<file path="config.mk">
export PLATFORM = sky130hd
export DESIGN_NAME = csea_filter
export DESIGN_NICKNAME = d
export VERILOG_FILES = /design/src/rtl/core/csea_pkg.sv /design/src/rtl/core/csea_filter.sv
export SDC_FILE = /design/constraint.sdc
export NUM_CORES = 1
export LEC_CHECK = 0
export ABC_AREA = 1
export BUFFER_PORTS_ARGS = -buffer_cell sky130_fd_sc_hd__buf_2
export CAP_MARGIN = 25
export CORE_MARGIN = 3
export CORE_UTILIZATION = 40
export DETAILED_ROUTE_END_ITERATION = 6
export PLACE_DENSITY = 0.53
export SLEW_MARGIN = 20
export SYNTH_ARGS = -nofsm -noshare
export SYNTH_HDL_FRONTEND = slang
export SYNTH_SLANG_ARGS = --single-unit
</file>
<file path="constraint.sdc">
create_clock -name clk -period 11 [get_ports clk]
set_clock_uncertainty 0.05 [all_clocks]
set_input_delay 0.55 -clock clk [delete_from_list [all_inputs] [get_ports clk]]
set_output_delay 0.55 -clock clk [all_outputs]
set_load 0.01 [all_outputs]
</file>
<file path="src/rtl/core/csea_pkg.sv">
package csea_pkg;

    // Frame size limits of the line store and the position counters.
    localparam int MAX_WIDTH  = 2048;
    localparam int MAX_HEIGHT = 2048;

    localparam int COL_W = $clog2(MAX_WIDTH);
    localparam int ROW_W = $clog2(MAX_HEIGHT);

    // Pixel layout: three 8-bit channels, red in the top byte.
    localparam int CHAN_W = 8;
    localparam int N_CHAN = 3;
    localparam int PIX_W  = CHAN_W * N_CHAN;

    // Sum of three channel values, and of three absolute channel differences.
    localparam int SUM_W = CHAN_W + 2;

    // Configuration registers.
    localparam int DIM_W      = 12;
    localparam int THR_W      = 9;
    localparam int CFG_ADDR_W = 2;
    localparam int CFG_DATA_W = 12;
    localparam int EXT_W      = DIM_W + 1;

    localparam logic [CFG_ADDR_W-1:0] REG_FRAME_WIDTH    = 2'd0;
    localparam logic [CFG_ADDR_W-1:0] REG_FRAME_HEIGHT   = 2'd1;
    localparam logic [CFG_ADDR_W-1:0] REG_EDGE_THRESHOLD = 2'd2;

    localparam logic [DIM_W-1:0] RESET_FRAME_WIDTH    = 12'd640;
    localparam logic [DIM_W-1:0] RESET_FRAME_HEIGHT   = 12'd480;
    localparam logic [THR_W-1:0] RESET_EDGE_THRESHOLD = 9'd38;

    // Smallest frame side that has interior pixels.
    localparam int MIN_SIDE = 3;

    // Division by three of a value below 768: (x * 683) >> 11.
    localparam int                 DIV3_SHIFT = 11;
    localparam int                 PROD_W     = SUM_W + DIV3_SHIFT - 1;
    localparam logic [SUM_W-1:0]   DIV3_MUL   = 10'd683;

    // Stream payloads.
    localparam int IN_DATA_W  = ((PIX_W + 7) / 8) * 8;
    localparam int OUT_BITS   = COL_W + ROW_W + PIX_W;
    localparam int OUT_DATA_W = ((OUT_BITS + 7) / 8) * 8;

    // Result queue in front of the master side.
    localparam int FIFO_DEPTH = 8;
    localparam int FPTR_W     = $clog2(FIFO_DEPTH);
    localparam int FCNT_W     = $clog2(FIFO_DEPTH + 1);

    // Five-tap cross around the pixel being filtered.
    typedef struct packed {
        logic [PIX_W-1:0] m;
        logic [PIX_W-1:0] n;
        logic [PIX_W-1:0] s;
        logic [PIX_W-1:0] e;
        logic [PIX_W-1:0] w;
    } csea_taps_t;

endpackage

</file>
<file path="src/rtl/core/csea_filter.sv">
module csea_filter (
    input  logic                            clk,
    input  csea_pkg::csea_taps_t            taps,
    input  logic [csea_pkg::THR_W-1:0]      threshold,
    output logic [csea_pkg::PIX_W-1:0]      pixel
);

    logic [csea_pkg::CHAN_W-1:0] spread_next;
    logic [csea_pkg::SUM_W-1:0]  gew_next;
    logic [csea_pkg::SUM_W-1:0]  gns_next;

    logic [csea_pkg::CHAN_W-1:0] spread_reg;
    logic [csea_pkg::SUM_W-1:0]  gew_reg;
    logic [csea_pkg::SUM_W-1:0]  gns_reg;
    csea_pkg::csea_taps_t        taps_reg;

    logic [csea_pkg::CHAN_W-1:0] v    [5];
    logic [csea_pkg::CHAN_W-1:0] hi   [csea_pkg::N_CHAN];
    logic [csea_pkg::CHAN_W-1:0] lo   [csea_pkg::N_CHAN];
    logic [csea_pkg::CHAN_W-1:0] span [csea_pkg::N_CHAN];

    logic                        is_edge;
    logic                        across_ew;
    logic [csea_pkg::PIX_W-1:0]  t1;
    logic [csea_pkg::PIX_W-1:0]  t2;
    logic [csea_pkg::SUM_W-1:0]  chan_sum  [csea_pkg::N_CHAN];
    logic [csea_pkg::PROD_W-1:0] chan_prod [csea_pkg::N_CHAN];
    logic [csea_pkg::PIX_W-1:0]  blended;

    function automatic logic [csea_pkg::CHAN_W-1:0] abs_diff(
        input logic [csea_pkg::CHAN_W-1:0] a,
        input logic [csea_pkg::CHAN_W-1:0] b
    );
        return (a > b) ? a - b : b - a;
    endfunction

    // First stage: per-channel spread over the cross and the two gradient sums.
    always_comb
    begin
        spread_next = '0;
        gew_next    = '0;
        gns_next    = '0;
        for (int ch = 0; ch < csea_pkg::N_CHAN; ch++)
        begin
            v[0] = taps.m[ch*csea_pkg::CHAN_W +: csea_pkg::CHAN_W];
            v[1] = taps.n[ch*csea_pkg::CHAN_W +: csea_pkg::CHAN_W];
            v[2] = taps.s[ch*csea_pkg::CHAN_W +: csea_pkg::CHAN_W];
            v[3] = taps.e[ch*csea_pkg::CHAN_W +: csea_pkg::CHAN_W];
            v[4] = taps.w[ch*csea_pkg::CHAN_W +: csea_pkg::CHAN_W];
            hi[ch] = v[0];
            lo[ch] = v[0];
            for (int i = 1; i < 5; i++)
            begin
                if (v[i] > hi[ch])
                begin
                    hi[ch] = v[i];
                end
                if (v[i] < lo[ch])
                begin
                    lo[ch] = v[i];
                end
            end
            span[ch] = hi[ch] - lo[ch];
            if (span[ch] > spread_next)
            begin
                spread_next = span[ch];
            end
            gew_next = gew_next + csea_pkg::SUM_W'(abs_diff(v[3], v[4]));
            gns_next = gns_next + csea_pkg::SUM_W'(abs_diff(v[1], v[2]));
        end
    end

    always_ff @(posedge clk)
    begin
        spread_reg <= spread_next;
        gew_reg    <= gew_next;
        gns_reg    <= gns_next;
        taps_reg   <= taps;
    end

    // Second stage: edge decision and the three-pixel average across the edge.
    always_comb
    begin
        is_edge   = ({1'b0, spread_reg} >= threshold);
        across_ew = (gew_reg >= gns_reg);
        t1        = across_ew ? taps_reg.e : taps_reg.n;
        t2        = across_ew ? taps_reg.w : taps_reg.s;
        for (int ch = 0; ch < csea_pkg::N_CHAN; ch++)
        begin
            chan_sum[ch] =
                csea_pkg::SUM_W'(taps_reg.m[ch*csea_pkg::CHAN_W +: csea_pkg::CHAN_W])
                + csea_pkg::SUM_W'(t1[ch*csea_pkg::CHAN_W +: csea_pkg::CHAN_W])
                + csea_pkg::SUM_W'(t2[ch*csea_pkg::CHAN_W +: csea_pkg::CHAN_W]);
            chan_prod[ch] = csea_pkg::PROD_W'(chan_sum[ch])
                            * csea_pkg::PROD_W'(csea_pkg::DIV3_MUL);
            blended[ch*csea_pkg::CHAN_W +: csea_pkg::CHAN_W] =
                chan_prod[ch][csea_pkg::DIV3_SHIFT +: csea_pkg::CHAN_W];
        end
        pixel = is_edge ? blended : taps_reg.m;
    end

endmodule

</file>
==> results.cfg, run 1 <==
[run_status]
status = complete, no violations

[global_routing]
grt_pass1_vias = 17877
grt_pass1_wl_um = 94430
grt_util_all_layers_pct = 21.05
antenna_found_initial = 1
grt_start_max_net_pins = 32
grt_remaining_overflow = 0

[placement]
dpl.hpwl_um = 51150
port_buffers = 153
globalplace.congestion = 0.8570
post-place-ws_ns = 0.01035

[logic_synthesis]
yosys.area.top_type = ha_1
synth_area_um2 = 21470
ys_warn_count = 0
async_flop_share_pct = 0
synth_top_area_share_pct = 29.72
avgSynthCellArea_um2 = 7.751
yosysMostFrequentCell = nand2_1
synthTopCellsByCount = nand2_1 (528), ha_1 (510), inv_1 (485)
synth_cell_types = 43
synth-seq-cells = 148
ys_dominant_reg_cell = dfxtp_1
ys_seq_area_share_pct = 13.80
synthTopCellsByArea = ha_1 (30%), dfxtp_1 (14%), fa_1 (11%), nand2_1 (9.2%), inv_1 (8.5%)
syn_inst = 2770
synth.net_count = 3533
synth_edf_count = 0

[cts]
cts_root_buffer = clkbuf_16
cts_hold_buf = 0
cts.htree.levels = 4
clock_path_buffers = 2
clkSlewWorstSetupHoldPaths_ns = 0.07
clock-sinks = 148
cts-buffers-inserted = 17
cts_setup_buffers = 0
cts_tree = done

[route]
drtAntennaViolNets = 0
post_drt_wl_per_cell_um = 16.56
dr.pass1.iters = 6
via_per_inst = 5.094
drtIter0Drc = 994
postRouteWirelength_um = 59840
drc = 0
vias = 18406

[worst_setup_path]
critical_path_class = register to primary output
crit_fanout = 24
crit_top_cell = inv_1
worstSetupPathDepth = 46
critPathLaunch = gew_reg[0]
critPathMaxStageDelay_ns = 0.54
path_buf_inv = 8
arrival_ns = 9.46
crit_path_start_kind = register
path_delay_family = adder cells
required_ns = 10.40
critPathCapture = pixel[6]
cp_slowest_cell = fa_1
endpoint_kind = primary output

[finish]
area_growth_pct = 10.06
fin_nets = 3675
fill_cells = 5325
multi_input_area_um2 = 16550
seq_area_um2 = 2963
antennaDiodeCount = 0
largest_reg_flops = 120
drive_above_1_share_pct = 8.239

[timing]
fin_ws_ns = 0.9439
post-route-min-period_ns = 10.06
maxSlewViolCount = 0
worst_pin_slew_ns = 0.8207
tns_ns = 0
rsz0062_at_grt = no
finalCritPeriodShare_pct = 91.42
max_freq_mhz = 99.44
maxSlewHeadroom_pct = 44.92
hold_violations = 0
finalSetupViolCount = 0

[floorplanning]
fp.dieH_um = 237.7
dieArea_um2 = 56490
die_w_um = 237.7
rows = 84
io_pins = 154
start_util_pct = 40.61
core_um2 = 52870

[flow_run]
cap_violations = 0

[min_path]
worstHoldPathType = input port to register
worst min-delay path by stage:
stage	start	endpoint	cells past startpoint
2_1_floorplan	taps[0]	taps_reg[0]	0
3_3_place_gp	taps[107]	taps_reg[107]	1
3_5_place_dp	taps[106]	taps_reg[106]	1
4_1_cts	taps[106]	taps_reg[106]	1
5_1_grt	taps[106]	taps_reg[106]	1
6_report	taps[106]	taps_reg[106]	1
timing repair:
item	in CTS	in global routing
endpoints found under the hold margin	0	0
endpoints found under the setup margin	0	10
gates resized for setup	0	15
per-stage QoR:
stage               area, um2  instances  hold WS, ns  utilization [%]
global route            23630       3613       0.1503            44.70
detailed placement      23010       3581       0.6225            43.53
CTS                     23600       3613       0.1395            44.64
global placement        23010       3581       0.6192            43.53
floorplan               21470       2770       0.5277                -
finish                  23630       3613       0.1687            44.70
area by class of cell:
type / instances / share of cell area, %
Clock inverter: 12 / 0.5083
Multi-Input combinational cell: 2096 / 70.04
Clock buffer: 20 / 1.975
Timing Repair Buffer: 162 / 3.527
Sequential cell: 148 / 12.54
Inverter: 487 / 7.768
Tap cell: 688 / 3.643
layout by cell type (no fill, tap or decap), types with 4 or more instances in the layout:
| cell type | Yosys | layout |
|---|---|---|
| a211oi_1 | 15 | 14 |
| a21o_1 | 12 | 12 |
| a21oi_1 | 178 | 178 |
| a221o_1 | 4 | 4 |
| a221oi_1 | 6 | 6 |
| buf_2 | 7 | 153 |
| buf_4 | 0 | 9 |
| clkbuf_16 | 0 | 17 |
| clkinv_4 | 0 | 5 |
| clkinvlp_4 | 0 | 4 |
| dfxtp_1 | 148 | 148 |
| fa_1 | 123 | 123 |
| ha_1 | 510 | 510 |
| inv_1 | 485 | 483 |
| mux2_2 | 6 | 6 |
| mux2i_1 | 63 | 63 |
| nand2_1 | 528 | 526 |
| nand2_2 | 18 | 19 |
| nand2_4 | 3 | 4 |
| nand3_1 | 98 | 98 |
| nand3b_1 | 8 | 8 |
| nand4_1 | 14 | 14 |
| nor2_1 | 68 | 68 |
| nor3_1 | 9 | 9 |
| o211ai_1 | 11 | 11 |
| o21a_1 | 6 | 6 |
| o21ai_0 | 246 | 239 |
| o21ai_1 | 15 | 19 |
| o21bai_1 | 14 | 14 |
| o221ai_1 | 11 | 11 |
| o22ai_1 | 7 | 7 |
| or2_2 | 6 | 6 |
| xnor2_1 | 42 | 42 |
| xor2_1 | 60 | 60 |
layer usage:
metal,part of all wire [%],GRT usage (%)
met5,0,0
met4,1.4,4.794
met3,3.0,1.903
met2,47,35.74
met1,49,29.04
logic make-up (layout without fill, tap and decap cells):
logic type | after synthesis | after routing | synth area share, %
DFF | 148 | 148 | 13.80
AOI/OAI and AO/OA | 534 | 534 | 13.67
buffers and inverters | 526 | 681 | 9.237
muxes | 69 | 69 | 3.252
and+or+nand+nor | 758 | 758 | 14.69
adders and majority gates | 633 | 633 | 41.19
xor gates and xnor gates | 102 | 102 | 4.161
Power of run 1 is not shown: default switching activity piles up to over one toggle a cycle in this logic, so the estimate is an artifact.
==> inputs of run 2 (changes only) <==
Clock period 11 ns to 10.4 ns, I/O delays scaled along.
==> run 2 against run 1 <==
  * Cell area increased by 1.6%
  * Non-clock buffer count increased by 35
  * Count of clock-buffer cells in the layout decreased by 3
  * Critical endpoint unchanged
==> results.cfg, run 2 (same netlist as run 1, synthesis figures left out) <==
[run_status]
status = complete, no violations

[finish]
final_cell_mix = nand2_1 (521), ha_1 (510), inv_1 (482)
fin_nets = 3715
fill_cells = 5332
drive_above_1_share_pct = 9.916
antennaDiodeCount = 0
area_growth_pct = 11.84
largest_reg_flops = 120
instances_no_fill = 3653
mostFrequentLayoutCell = nand2_1

[cts]
cts-buffers-inserted = 17
cts.htree.levels = 4
cts_tree = done
clock_path_buffers = 2
clock-sinks = 148
cts_root_buffer = clkbuf_16
clkSlewWorstSetupHoldPaths_ns = 0.07

[timing]
finalCritPeriodShare_pct = 91.64
hold_violations = 0
finalSetupViolCount = 0
worst_pin_slew_ns = 0.8269
maxSlewHeadroom_pct = 44.51
maxSlewViolCount = 0
fin_ws_ns = 0.8698
tns_ns = 0
post-route-min-period_ns = 9.530
max_freq_mhz = 104.9

[placement]
dpl.hpwl_um = 52070
post-place-ws_ns = -0.3329
globalplace.congestion = 0.9188
place_inst = 3587
port_buffers = 153

[min_path]
min_path_cells = 1
min_from = taps[105]
worstHoldPathType = input port to register
hold_path_end = taps_reg[105]

[worst_setup_path]
critPathMaxStageDelay_ns = 0.53
endpoint_kind = primary output
cp_slowest_cell = fa_1
crit_path_start_kind = register
required_ns = 9.83
crit_top_cell = inv_1
crit_fanout = 15
arrival_ns = 8.96
critical_path_class = register to primary output

[floorplanning]
start_util_pct = 40.61
dieArea_um2 = 56490
fp.dieH_um = 237.7
die_w_um = 237.7
io_pins = 154
core_um2 = 52870
rows = 84

[route]
dr.pass1.iters = 5
vias = 18730
drc = 0
via_per_inst = 5.127
post_drt_wl_per_cell_um = 16.99
drtIter0Drc = 1286
drtAntennaViolNets = 0
postRouteWirelength_um = 62070

[global_routing]
antenna_found_initial = 0
grt_pass1_vias = 18353
grt_remaining_overflow = 0
grt_util_all_layers_pct = 21.94
grt_start_max_net_pins = 32
grt_pass1_wl_um = 97800

[flow_run]
cap_violations = 0
## run 2: changes by cell type in the layout (fill, tap and decap cells not counted), moves of 2 or more
cell	delta
nand2_2	+3
clkbuf_8	-3
o21ai_2	+4
inv_8	+4
a211oi_2	+2
nand2_1	-5
nand2_4	+4
clkinv_4	-3
clkinvlp_4	+3
a211oi_1	-2
o21ai_0	-38
buf_4	+33
o21ai_1	+35
## run 2: timing repair
item	in CTS	in global routing
gates resized for setup	0	74
endpoints found under the setup margin	0	19
hold buffers	0	0
buffers inserted	0	28
## run 2: metrics by stage
| step | utilization, % | hold WS [ns] | area (um2) |
|---|---|---|---|
| 2_1_floorplan | - | 0.4977 | 21470 |
| 3_5_place_dp | 43.61 | 0.5876 | 23060 |
| 5_1_grt | 45.42 | 0.1087 | 24010 |
| 4_1_cts | 44.73 | 0.09887 | 23650 |
| 3_3_place_gp | 43.61 | 0.5894 | 23060 |
| 6_report | 45.42 | 0.1263 | 24010 |
## run 2: worst max path at each step
stage               start       endpoint
3_5_place_dp    taps[101]  spread_reg[2]
3_3_place_gp    taps[101]  spread_reg[5]
5_1_grt         taps[103]  spread_reg[4]
4_1_cts         taps[101]  spread_reg[2]
6_report       gew_reg[0]       pixel[6]
2_1_floorplan   taps[111]  spread_reg[4]
## run 2: area by class of cell
class / instances / area [um2] / area share [%]
Tap cell: 688 / 860.8 / 3.585
Timing Repair Buffer: 197 / 1106 / 4.606
Clock inverter: 15 / 163.9 / 0.6826
Sequential cell: 148 / 2963 / 12.34
Multi-Input combinational cell: 2099 / 16640 / 69.29
Inverter: 487 / 1839 / 7.660
Clock buffer: 17 / 425.4 / 1.772
Timing Repair inverter: 2 / 15.01 / 0.06253
## run 2: routing by layer
metal | track usage (%) | up-vias | share of wire, %
met2 | 36.78 | 411 | 46
met5 | 0 | - | 0
met3 | 1.856 | 81 | 3.9
met1 | 30.20 | 8704 | 48
met4 | 6.397 | 0 | 2.2
li1 | - | 9534 | -
## run 2: critical path: cells and delay by family, from the launching register on
family | cells | cell delay [ns]
compound gates | 13 | 1.98
xor+xnor | 2 | 0.40
fa+ha+maj | 10 | 3.87
buf+inv | 9 | 0.79
flops | 1 | 0.31
mux | 1 | 0.14
simple gates | 12 | 1.02
Power of run 2 is left out for the same reason.
